[src/rtl/assert_macros.svh]
// ----------------------------------------------------------------------------
// Assertion macros
// Shared concurrent assertion forms, clocked on clk and quiet in reset.
// ----------------------------------------------------------------------------
`ifndef ASSERT_MACROS_SVH
`define ASSERT_MACROS_SVH

// Full property, clocked on clk, disabled while arst_n is low
`define BPHD_ASSERT(name, prop, msg) \
	name: assert property (@(posedge clk) disable iff (!arst_n) prop) \
		else $error(msg);

// Same-cycle implication, clocked on clk, disabled while arst_n is low
`define BPHD_ASSERT_IMPL(name, ante, cons, msg) \
	name: assert property (@(posedge clk) disable iff (!arst_n) (ante) |-> (cons)) \
		else $error(msg);

`endif

[src/rtl/bphd_pkg.sv]
// ----------------------------------------------------------------------------
// bphd_pkg
// Types and constants shared by the button press / hold detector.
// ----------------------------------------------------------------------------
package bphd_pkg;

	// Width of every per-button field on the ports
	localparam int FIELD_W   = 4;
	// Width of the debounce and hold counters
	localparam int CNT_W     = 8;
	localparam logic [CNT_W-1:0] CNT_MAX = 8'hFF;
	localparam logic [CNT_W-1:0] CNT_ONE = 8'h01;

	// Configuration port
	localparam int CFG_IDX_W  = 2;
	localparam int CFG_DATA_W = 8;
	localparam logic [CFG_IDX_W-1:0] REG_ACTIVE_LEVEL = 2'd0;
	localparam logic [CFG_IDX_W-1:0] REG_PRESS_COUNT  = 2'd1;
	localparam logic [CFG_IDX_W-1:0] REG_HOLD_COUNT   = 2'd2;

	// Configuration reset values
	localparam logic             RST_ACTIVE_LEVEL = 1'b1;
	localparam logic [CNT_W-1:0] RST_PRESS_COUNT  = 8'd5;
	localparam logic [CNT_W-1:0] RST_HOLD_COUNT   = 8'd50;

	typedef enum logic [1:0] {
		PH_IDLE    = 2'd0,
		PH_PRESSED = 2'd1,
		PH_HOLDING = 2'd2
	} bphd_phase_t;

	typedef struct packed {
		logic             active_level;
		logic [CNT_W-1:0] press_count;
		logic [CNT_W-1:0] hold_count;
	} bphd_cfg_t;

	// Per-button events of one tick
	typedef struct packed {
		logic short_press;
		logic hold_start;
		logic hold_release;
		logic holding;
	} bphd_evt_t;

endpackage

[src/rtl/button_press_hold_detector.sv]
// ----------------------------------------------------------------------------
// button_press_hold_detector
// Debounces a row of buttons, detects short presses and long holds, and
// toggles the LED of each short-pressed button.
// ----------------------------------------------------------------------------
//  channel | direction | handshake             | payload
//  --------+-----------+-----------------------+-----------------------------
//  in      | input     | in_valid / in_stall   | button_levels, led_states
//  out     | output    | out_valid / out_stall | led_states_next, masks
//  cfg     | input     | cfg_wr_en             | cfg_index, cfg_data
//
//  One transaction accepted per cycle while in_stall is low; each result passes
//  through the input register, then the result register, before it is presented.
//  Button state is read and written in the input stage, so consecutive ticks
//  see each other's updates with no gap.
//  Reset clears button state, valid flags and loads configuration defaults.
//  A held result stalls the input stage only once both stages are full.
// ----------------------------------------------------------------------------
`include "assert_macros.svh"

module button_press_hold_detector #(
	parameter int NUM_BUTTONS = 4
) (
	input  logic                              clk,
	input  logic                              arst_n,
	input  logic                              in_valid,
	output logic                              in_stall,
	input  logic [bphd_pkg::FIELD_W-1:0]      button_levels,
	input  logic [bphd_pkg::FIELD_W-1:0]      led_states,
	output logic                              out_valid,
	input  logic                              out_stall,
	output logic [bphd_pkg::FIELD_W-1:0]      led_states_next,
	output logic [bphd_pkg::FIELD_W-1:0]      short_press_mask,
	output logic [bphd_pkg::FIELD_W-1:0]      hold_start_mask,
	output logic [bphd_pkg::FIELD_W-1:0]      hold_release_mask,
	output logic [bphd_pkg::FIELD_W-1:0]      holding_mask,
	input  logic                              cfg_wr_en,
	input  logic [bphd_pkg::CFG_IDX_W-1:0]    cfg_index,
	input  logic [bphd_pkg::CFG_DATA_W-1:0]   cfg_data
);
	import bphd_pkg::*;

	// Buttons above the field width never see an active pin change on the ports
	localparam int LANES = (NUM_BUTTONS < FIELD_W) ? NUM_BUTTONS : FIELD_W;

	bphd_cfg_t cfg_q;

	logic               v_s1;
	logic [FIELD_W-1:0] levels_s1;
	logic [FIELD_W-1:0] leds_s1;
	logic               adv_s1;
	logic               take_in;

	logic [FIELD_W-1:0] short_m;
	logic [FIELD_W-1:0] start_m;
	logic [FIELD_W-1:0] release_m;
	logic [FIELD_W-1:0] hold_m;

	// Configuration registers
	always_ff @(posedge clk or negedge arst_n) begin
		if (!arst_n) begin
			cfg_q.active_level <= RST_ACTIVE_LEVEL;
			cfg_q.press_count  <= RST_PRESS_COUNT;
			cfg_q.hold_count   <= RST_HOLD_COUNT;
		end else if (cfg_wr_en) begin
			case (cfg_index)
				REG_ACTIVE_LEVEL: cfg_q.active_level <= cfg_data[0];
				REG_PRESS_COUNT:  cfg_q.press_count  <= cfg_data[CNT_W-1:0];
				REG_HOLD_COUNT:   cfg_q.hold_count   <= cfg_data[CNT_W-1:0];
				default:          ;
			endcase
		end
	end

	// Handshake: stage 1 moves on when the result register is free or draining
	assign adv_s1   = v_s1 && (!out_valid || !out_stall);
	assign in_stall = v_s1 && !adv_s1;
	assign take_in  = in_valid && !in_stall;

	// Input register
	always_ff @(posedge clk or negedge arst_n) begin
		if (!arst_n) begin
			v_s1 <= 1'b0;
		end else if (take_in) begin
			v_s1 <= 1'b1;
		end else if (adv_s1) begin
			v_s1 <= 1'b0;
		end
	end

	always_ff @(posedge clk) begin
		if (take_in) begin
			levels_s1 <= button_levels;
			leds_s1   <= led_states;
		end
	end

	// One lane per scanned button
	for (genvar i = 0; i < LANES; i++) begin : g_lane
		bphd_evt_t evt;

		bphd_lane u_lane (
			.clk    (clk),
			.arst_n (arst_n),
			.upd    (adv_s1),
			.level  (levels_s1[i]),
			.cfg    (cfg_q),
			.evt    (evt)
		);

		assign short_m[i]   = evt.short_press;
		assign start_m[i]   = evt.hold_start;
		assign release_m[i] = evt.hold_release;
		assign hold_m[i]    = evt.holding;
	end

	// Tie off field bits with no button behind them
	for (genvar i = LANES; i < FIELD_W; i++) begin : g_unused
		assign short_m[i]   = 1'b0;
		assign start_m[i]   = 1'b0;
		assign release_m[i] = 1'b0;
		assign hold_m[i]    = 1'b0;
	end

	// Result register
	always_ff @(posedge clk or negedge arst_n) begin
		if (!arst_n) begin
			out_valid <= 1'b0;
		end else if (!out_valid || !out_stall) begin
			out_valid <= v_s1;
		end
	end

	always_ff @(posedge clk) begin
		if (adv_s1) begin
			led_states_next   <= leds_s1 ^ short_m;
			short_press_mask  <= short_m;
			hold_start_mask   <= start_m;
			hold_release_mask <= release_m;
			holding_mask      <= hold_m;
		end
	end

	`BPHD_ASSERT_IMPL(a_stall_only_full, in_stall, (v_s1 && out_valid && out_stall),
		"input stalled while a stage was free")
	`BPHD_ASSERT(a_s1_keeps_item, (v_s1 && !adv_s1) |=> v_s1,
		"input stage dropped a waiting transaction")
	`BPHD_ASSERT_IMPL(a_events_exclusive, out_valid,
		((short_press_mask & hold_release_mask) == '0) && ((hold_start_mask & ~holding_mask) == '0),
		"conflicting events in one result")

endmodule

[src/rtl/bphd_lane.sv]
// ----------------------------------------------------------------------------
// bphd_lane
// One button: debounce counter, hold counter and phase, with the events that
// a single scan tick produces.
// ----------------------------------------------------------------------------
`include "assert_macros.svh"

module bphd_lane (
	input  logic                 clk,
	input  logic                 arst_n,
	input  logic                 upd,
	input  logic                 level,
	input  bphd_pkg::bphd_cfg_t  cfg,
	output bphd_pkg::bphd_evt_t  evt
);
	import bphd_pkg::*;

	logic [CNT_W-1:0] db_q;
	logic [CNT_W-1:0] held_q;
	bphd_phase_t      phase_q;

	logic [CNT_W-1:0] db_d;
	logic [CNT_W-1:0] held_d;
	bphd_phase_t      phase_d;
	logic             hit;

	// Advance the counters for this tick; clear both when the level is inactive
	always_comb begin
		hit    = (level == cfg.active_level);
		db_d   = '0;
		held_d = '0;
		if (hit) begin
			db_d = (db_q == CNT_MAX) ? CNT_MAX : db_q + CNT_ONE;
			if ((db_q < cfg.press_count) && (db_d == cfg.press_count)) begin
				held_d = CNT_ONE;
			end else if ((db_q >= cfg.press_count) && (held_q != CNT_MAX)) begin
				held_d = held_q + CNT_ONE;
			end else begin
				held_d = held_q;
			end
		end
	end

	// Step the phase and raise events
	always_comb begin
		phase_d          = phase_q;
		evt.short_press  = 1'b0;
		evt.hold_start   = 1'b0;
		evt.hold_release = 1'b0;
		if ((held_d == CNT_ONE) && (phase_q == PH_IDLE)) begin
			phase_d = PH_PRESSED;
		end else if ((held_d >= cfg.hold_count) && (phase_q == PH_PRESSED)) begin
			phase_d        = PH_HOLDING;
			evt.hold_start = 1'b1;
		end else if (held_d == '0) begin
			case (phase_q)
				PH_HOLDING: evt.hold_release = 1'b1;
				PH_PRESSED: evt.short_press  = 1'b1;
				default:    ;
			endcase
			phase_d = PH_IDLE;
		end
		evt.holding = (phase_d == PH_HOLDING);
	end

	// Commit state when the transaction leaves the input stage
	always_ff @(posedge clk or negedge arst_n) begin
		if (!arst_n) begin
			db_q    <= '0;
			held_q  <= '0;
			phase_q <= PH_IDLE;
		end else if (upd) begin
			db_q    <= db_d;
			held_q  <= held_d;
			phase_q <= phase_d;
		end
	end

	`BPHD_ASSERT(a_start_enters_hold, (upd && evt.hold_start) |=> (phase_q == PH_HOLDING),
		"hold start did not leave the lane in holding")
	`BPHD_ASSERT(a_release_clears, (upd && !hit) |=> ((db_q == '0) && (held_q == '0) && (phase_q == PH_IDLE)),
		"release did not clear the lane")
	`BPHD_ASSERT_IMPL(a_idle_no_count, (phase_q == PH_IDLE) && (held_q > CNT_ONE), 1'b0,
		"idle lane with a running hold count")

endmodule
[config.mk]
export PLATFORM = sky130hd
export DESIGN_NAME = button_press_hold_detector
export DESIGN_NICKNAME = d
export VERILOG_FILES = /design/src/rtl/bphd_pkg.sv /design/src/rtl/button_press_hold_detector.sv /design/src/rtl/bphd_lane.sv
export VERILOG_INCLUDE_DIRS = /design/src /design/src/rtl
export SDC_FILE = /design/constraint.sdc
export NUM_CORES = 1
export LEC_CHECK = 0
export ABC_CLOCK_PERIOD_IN_PS = 7600
export BUFFER_PORTS_ARGS = -buffer_cell sky130_fd_sc_hd__buf_2
export CORE_ASPECT_RATIO = 0.75
export CORE_MARGIN = 4
export CORE_UTILIZATION = 32
export CTS_BUF_LIST = sky130_fd_sc_hd__clkbuf_8
export DETAILED_ROUTE_END_ITERATION = 7
export GPL_TIMING_DRIVEN = 0
export SLEW_MARGIN = 15
export SYNTH_ARGS = -nofsm -noshare
export SYNTH_HDL_FRONTEND = slang
export SYNTH_SLANG_ARGS = --single-unit
[constraint.sdc]
create_clock -name clk -period 7.6 [get_ports clk]
set_input_delay 1.14 -clock clk [delete_from_list [all_inputs] [get_ports clk]]
set_output_delay 1.14 -clock clk [all_outputs]
set_load 0.05 [all_outputs]
==> out/metrics.csv, run 1 <==
stage,metric,value,unit
final_layout,diode count,0,
yosys,Async SR Flop Fraction,0.765,
timing,worst slew pin tran,1.04,ns
min_path,Worst Hold Class,in -> async,
critical_path,crit-path most repeated cell,and3_1,
outcome,outcome,completed,
place,placed cell areas,9860,µm²
critical_path,crit path launch type,flip-flop,
power,Leakage,4.34,nW
cts,Skew-Pair Late Insertion Delay,0.48,ns
floorplanning,initial core utilization,0.325,
floorplanning,Ports,45,
floorplanning,row cnt,53,
power,Pint,1.32,mW
detailed_routing,First-pass DRT Iterations,5,
power,Clk pwr share,0.273,
cts,CTS Buffer Depth,2,
yosys,Mapped Cells,1044,
timing,Final Hold Fails,0,
cts,CTS tree,done,
final_layout,Fillers,2872,
final_layout,final net count,1204,
yosys,Syn Nets,1139,
floorplanning,Die W,203,µm
timing,clk_skew,0.0222,ns
timing,setup TNS after final layout,0,ns
grt,GRT Total Usage,0.174,
cts,H-Tree Depth,4,
timing,final worst-path cycle share,0.712,
floorplanning,Die Span Y,154,µm
power,Sw Share,0.405,
place,post-DP HPWL,19900,µm
critical_path,"critical path, cell by cell","clkbuf_1, inv_1, ha_1, a21oi_1, o21ai_0, a221o_1, a211oi_1, and3_1, and3_1, or2_2, nand2_1, ha_1, nand2b_1, a21o_1, a21oi_1, nor2b_1, o2111ai_1, a21boi_0, o21ai_0, and3_1, xor2_1",
detailed_routing,DRT iter0 DRCs,840,
cts,Post-CTS Setup Inserts,0,
timing,Slew headroom,0.304,
cts,post_cts resized,0,
final_layout,Area Growth Syn to Fin,12.5,%
critical_path,CP required,7.82,ns
final_layout,Final Util,0.365,
critical_path,Worst Path Arrival,5.63,ns
yosys,Cell variety after synth,87,
yosys,ys flop type,dfrtp_1,
cts,total CTS buffers,17,
timing,minimum clock period,5.41,ns
cts,Root Driver,clkbuf_8,
cts,clock-pin slew on the worst setup and hold paths,0.09,ns
timing,"Slew Viols, Final",0,
yosys,sequential share of the synthesized area,0.343,
power,sequential share of power,0.363,
critical_path,Critical Path End Type,flip-flop,
yosys,Post-Syn Area,9110,µm²
yosys,syn_area_per_cell,8.72,µm²
power,Comb power frac,0.365,
detailed_routing,DRC Markers,0,
grt,vias in the first global route,7643,
timing,"Setup violations, final",0,
final_layout,share of layout cells above drive strength 1,0.143,
place,GPL Wtd Cong,0.920,
power,maximum VDD drop,0.119,mV
critical_path,"Largest stage delay, worst path",0.53,ns
cts,number of hold buffers added after CTS,0,
detailed_routing,Routed WL,27300,µm
critical_path,crit path max-delay cell type,clkbuf_1,
critical_path,WS Path Type,reg -> reg,
floorplanning,Die ar.,31300,µm²
cts,# clock sinks,119,
place,# port buffers,44,
critical_path,Crit Path Max Fanout,10,
detailed_routing,ANT nets after route,0,
grt,antenna violations before repair,0,
floorplanning,Core ar.,28100,µm²
timing,fmax,185,MHz
detailed_routing,via count,8196,
yosys,post-synthesis register bit count,119,
power,switching power,0.899,mW
grt,pin count of the biggest net entering global routing,76,
detailed_routing,drt via density,5.44,
grt,first-pass GRT wire length,42900,µm
yosys,Post-synth EDFFs,28,
power,pwr dens,217,nW/µm²
power,total power,2.22,mW
final_layout,Final Instance Area,10200,µm²
yosys,YS warnings,0,
grt,grt ovf,0,
detailed_routing,Wirelength per Cell,18.1,µm
timing,RSZ-0062 raised after global routing,no,
job,max_cap viols,0,
synth_stat cells (all sizes together) (20+ instances only):
master  count  area share
inv        41       0.017
o21ai      72       0.041
nor2       76       0.032
buf        20       0.013
nand3      33       0.019
edfxtp     28       0.092
ha         72       0.099
a21oi      88       0.051
xor2       24       0.023
clkbuf     31       0.013
nand2     127       0.053
xnor2      38       0.037
dfrtp      85        0.23
o31ai      24       0.021
worst max-delay path, delay by kind of cell, from the launching register on:
| family | cells | cell delay (ns) |
|---|---|---|
| AO/OA/AOI/OAI | 9 | 1.93 |
| AND/OR/NAND/NOR | 7 | 1.20 |
| buffers and inverters | 2 | 0.97 |
| adder cells (fa/ha/maj) | 2 | 0.65 |
| flip-flops | 1 | 0.33 |
| XOR/XNOR | 1 | 0.08 |
final timing paths:
path / cells after the start / slack, ns / end / start
max in group asynchronous: 2 / 6.42 / cfg_q[1]$_DFFE_PN1P_ / arst_n
hold reg to reg: 1 / 0.49 / out_valid$_DFFE_PN0P_ / v_s1$_DFFE_PN0P_
min in group clk: 1 / 0.49 / out_valid$_DFFE_PN0P_ / v_s1$_DFFE_PN0P_
hold / removal: 1 / 0.49 / g_lane[3].u_lane.db_q[7]$_DFFE_PN0P_ / arst_n
setup / recovery: 21 / 2.19 / led_states_next[1]$_DFFE_PP_ / cfg_q[12]$_DFFE_PN0P_
setup reg to reg: 21 / 2.19 / led_states_next[1]$_DFFE_PP_ / cfg_q[12]$_DFFE_PN0P_
metal layers:
metal  global-route usage  routed length, µm  up-vias
met5                    0                  0        -
met4               0.0504                537        0
met3               0.0325               1850       42
met2                0.260              11500      286
met1                0.256              13400     3924
li1                     -                  -     3944
power groups by stage:
stage / combinational [mW] / sequential, mW / clock [mW]
2_1_floorplan: 0.542 / 0.831 / 0
3_3_place_gp: 0.774 / 0.813 / 0
3_5_place_dp: 0.798 / 0.816 / 0
4_1_cts: 0.803 / 0.803 / 0.622
5_1_grt: 0.898 / 0.813 / 0.647
6_report: 0.810 / 0.805 / 0.606
final cells by class:
| class | count | area, µm² | share of cell area |
|---|---|---|---|
| clock buffers | 17 | 234 | 0.0228 |
| repair buffers | 46 | 274 | 0.0267 |
| clock inverters | 15 | 151 | 0.0148 |
| multi-input cells | 832 | 5580 | 0.545 |
| well taps | 385 | 482 | 0.0470 |
| plain buffers | 51 | 241 | 0.0236 |
| flip-flops and latches | 119 | 3130 | 0.305 |
| inverters | 42 | 158 | 0.0154 |
cells in the final DEF (no fill, tap or decap), types with 19 or more instances in the layout:
master	synthesis	routed
dfrtp_1	85	85
nor2_1	75	75
xor2_1	24	24
edfxtp_1	28	28
mux2_2	19	19
xnor2_1	38	38
o31ai_1	21	21
clkbuf_1	29	28
nand3_1	31	31
a21oi_1	84	84
o21ai_0	66	66
buf_2	13	56
ha_1	72	72
nand2_1	126	126
inv_1	41	41
sequential cells by signal (all words and copies together) (netlist names):
signal / count
led_states_next: 4
short_press_mask: 4
leds_s1: 4
g_lane.u_lane.phase_q: 8
hold_start_mask: 4
hold_release_mask: 4
out_valid: 1
levels_s1: 4
holding_mask: 4
v_s1: 1
g_lane.u_lane.db_q: 32
g_lane.u_lane.held_q: 32
cfg_q: 17
stage by stage:
step,cells,hold slack (ns),setup WS [ns]
floorplan,1044,0.456,3.58
CTS,1507,0.471,2.27
global route,1507,0.483,1.87
detailed placement,1475,0.481,2.33
finish,1507,0.490,2.19
global placement,1473,0.468,2.40
logic make-up after synthesis:
group                    Yosys count  synth area share
AO/OA/AOI/OAI                    293             0.213
multiplexers                      24            0.0290
AND/OR/NAND/NOR                  381             0.213
flip-flops                       119             0.343
XOR/XNOR                          62            0.0596
adder cells (fa/ha/maj)           72            0.0989
buffers and inverters             93            0.0437
Note: power is estimated with default switching activity, not from simulation.
==> run 2: changes to the inputs <==
ABC_CLOCK_PERIOD_IN_PS = 4900   (was 7600)
clock period = 4.9 ns   (was 7.6 ns; I/O delays follow)
==> run 2 against run 1 <==
Flip-flop and latch count unchanged. Via count up 0.50%. Non-clock buffer count up 4. Count of clock-buffer cells in the layout unchanged. Register-to-register slack worse by 1.9 ns. Setup slack worse by 1.9 ns. Combinational power up 57%. Clock power up 54%. Sequential share of layout area down 0.24 points. Critical path type unchanged. Critical endpoint is now led_states_next[2]$_DFFE_PP_.
==> out/metrics.csv, run 2 (synthesis results as in run 1) <==
stage,metric,value,unit,change
critical_path,Crit Path Max Fanout,10,,unchanged
timing,Min Hold Slack,0.0851,ns,-0.404 ns
floorplanning,Die ar.,31300,µm²,unchanged
critical_path,Critical Path End Type,flip-flop,,
grt,GRT Total Usage,0.174,,about the same
place,GPL Wtd Cong,0.920,,unchanged
cts,Skew-Pair Late Insertion Delay,0.47,ns,about the same
cts,Root Driver,clkbuf_8,,
final_layout,most frequent cells in the layout,"nand2_1 (126), a21oi_1 (84), dfrtp_1 (82), nor2_1 (75), ha_1 (72)",,
cts,H-Tree Depth,4,,unchanged
timing,Final Hold Fails,0,,unchanged
outcome,outcome,completed,,
critical_path,"Largest stage delay, worst path",0.46,ns,-0.07 ns
place,"worst slack, placed",-0.375,ns,-2.70 ns
final_layout,Fillers,2862,,-0.35%
place,placed cell areas,9860,µm²,unchanged
timing,"Setup violations, final",0,,unchanged
timing,Final WS setup,0.243,ns,-1.95 ns
critical_path,"critical path, cell by cell","clkinvlp_4, buf_4, ha_1, a21oi_1, o21a_1, o21ai_0, nor4_1, nand4_1, nand2_2, buf_2, nor2_1, ha_1, a21o_1, a21o_1, a21oi_1, o21ai_0, o21ai_0, nor4b_4, xor2_1",,
critical_path,r2r setup slk,0.24,ns,-1.95 ns
critical_path,WS Path Type,reg -> reg,,
timing,worst slew pin tran,1.04,ns,-0.00109 ns
floorplanning,Core ar.,28100,µm²,unchanged
timing,fmax,215,MHz,+16%
floorplanning,Die W,203,µm,unchanged
detailed_routing,ANT nets after route,0,,unchanged
final_layout,final net count,1208,,+0.33%
detailed_routing,Routed WL,27300,µm,about the same
power,Leakage,4.35,nW,+0.29%
detailed_routing,First-pass DRT Iterations,5,,unchanged
grt,first-pass GRT wire length,42900,µm,about the same
cts,total CTS buffers,17,,unchanged
detailed_routing,DRT iter0 DRCs,840,,unchanged
cts,# clock sinks,119,,unchanged
job,max_cap viols,0,,unchanged
timing,setup TNS after final layout,0,ns,unchanged
critical_path,crit path launch type,flip-flop,,
timing,Slew headroom,0.305,,+0.000729
final_layout,"most common cell after layout, fill and taps aside",nand2_1,,
critical_path,crit path max-delay cell type,dfrtp_2,,
grt,grt ovf,0,,unchanged
final_layout,Area Growth Syn to Fin,13.7,%,
floorplanning,Ports,45,,unchanged
place,# port buffers,44,,unchanged
grt,pin count of the biggest net entering global routing,76,,unchanged
cts,clock-pin slew on the worst setup and hold paths,0.09,ns,about the same
place,post-DP HPWL,19900,µm,unchanged
power,pwr dens,335,nW/µm²,+55%
timing,minimum clock period,4.66,ns,-0.750 ns
grt,antenna violations before repair,0,,unchanged
critical_path,Worst Path Arrival,4.86,ns,-0.77 ns
power,maximum VDD drop,0.185,mV,+56%
grt,vias in the first global route,7648,,+0.065%
timing,final worst-path cycle share,0.950,,+0.239
final_layout,Final Util,0.369,,+0.00379
min_path,Worst Hold Class,in -> async,,
timing,clk_skew,0.0193,ns,-0.00283 ns
cts,number of hold buffers added after CTS,0,,unchanged
timing,"Slew Viols, Final",0,,unchanged
cts,CTS Buffer Depth,2,,unchanged
detailed_routing,Wirelength per Cell,18.1,µm,-0.21%
final_layout,Final Instance Area,10400,µm²,+1.0%
final_layout,diode count,0,,unchanged
detailed_routing,via count,8237,,+0.50%
floorplanning,initial core utilization,0.325,,unchanged
critical_path,crit-path most repeated cell,o21ai_0,,
floorplanning,row cnt,53,,unchanged
cts,CTS tree,done,,
floorplanning,Die Span Y,154,µm,unchanged
final_layout,share of layout cells above drive strength 1,0.158,,+0.0146
critical_path,CP required,5.11,ns,-2.71 ns
final_layout,top flop regs,"g_lane.u_lane.db_q: 32 flops, g_lane.u_lane.held_q: 32 flops, cfg_q: 17 flops",,
detailed_routing,drt via density,5.45,,+0.23%
detailed_routing,DRC Markers,0,,unchanged
## run 2: changes by cell type in the layout (fill, tap and decap cells not counted), moves of 2 or more
| cell | before | now |
|---|---|---|
| o21ai_0 | 66 | 63 |
| inv_1 | 41 | 38 |
| clkinvlp_4 | 3 | 6 |
| dfrtp_1 | 85 | 82 |
| o21ai_1 | 3 | 5 |
| dfrtp_2 | 0 | 3 |
| clkbuf_1 | 28 | 25 |
| buf_4 | 4 | 9 |
## run 2: where the power goes
group,total (mW),switching [mW],internal [mW]
combinational,1.27,0.786,0.484
sequential,1.27,0.134,1.13
clock,0.936,0.483,0.453
## run 2: path summary, 6_finish.rpt
path / start / to / depth (start not counted)
max: cfg_q[13]$_DFFE_PN0P_ / led_states_next[2]$_DFFE_PP_ / 19
min: arst_n / g_lane[3].u_lane.db_q[7]$_DFFE_PN0P_ / 1
max reg2reg: cfg_q[13]$_DFFE_PN0P_ / led_states_next[2]$_DFFE_PP_ / 19
min reg2reg: v_s1$_DFFE_PN0P_ / out_valid$_DFFE_PN0P_ / 1
max in group asynchronous: arst_n / cfg_q[1]$_DFFE_PN1P_ / 2
min in group clk: button_levels[3] / levels_s1[3]$_DFFE_PP_ / 1
## run 2: area by class of cell
| cell class | instances | area [µm²] | share of cell area |
|---|---|---|---|
| plain buffers | 49 | 235 | 0.0227 |
| clock buffers | 17 | 234 | 0.0226 |
| clock inverters | 15 | 151 | 0.0146 |
| inverters | 42 | 169 | 0.0163 |
| multi-input cells | 832 | 5620 | 0.543 |
| flip-flops and latches | 119 | 3130 | 0.303 |
| well taps | 385 | 482 | 0.0465 |
| repair buffers | 52 | 332 | 0.0320 |
## run 2: through the flow
step / instances / total power [mW]
finish: 1511 / 3.47
floorplan: 1044 / 2.13
CTS: 1505 / 3.45
detailed placement: 1475 / 2.50
global route: 1511 / 3.69
global placement: 1473 / 2.46
## run 2: timing repair
item | CTS | global route
setup endpoints to repair | 19 | 23
resized for setup | 1 | 17
buffers inserted | 0 | 6
hold endpoints to repair | 0 | 0
## run 2: critical path, delay by kind of cell (launching register included)
family / cells / cell delay [ns]
XOR/XNOR: 1 / 0.12
AO/OA/AOI/OAI: 8 / 1.37
adder cells (fa/ha/maj): 2 / 0.57
buffers and inverters: 3 / 0.70
AND/OR/NAND/NOR: 5 / 1.17
flip-flops: 1 / 0.46
## run 2: routing by layer
layer  wire, µm  part of all wire  track usage  vias up
li1           -                 -            -     3950
met1      13300              0.49        0.256     3955
met2      11600              0.43        0.260      287
met3       1890             0.069       0.0325       45
met4        526             0.019       0.0517        0
met5          0                 0            0        -
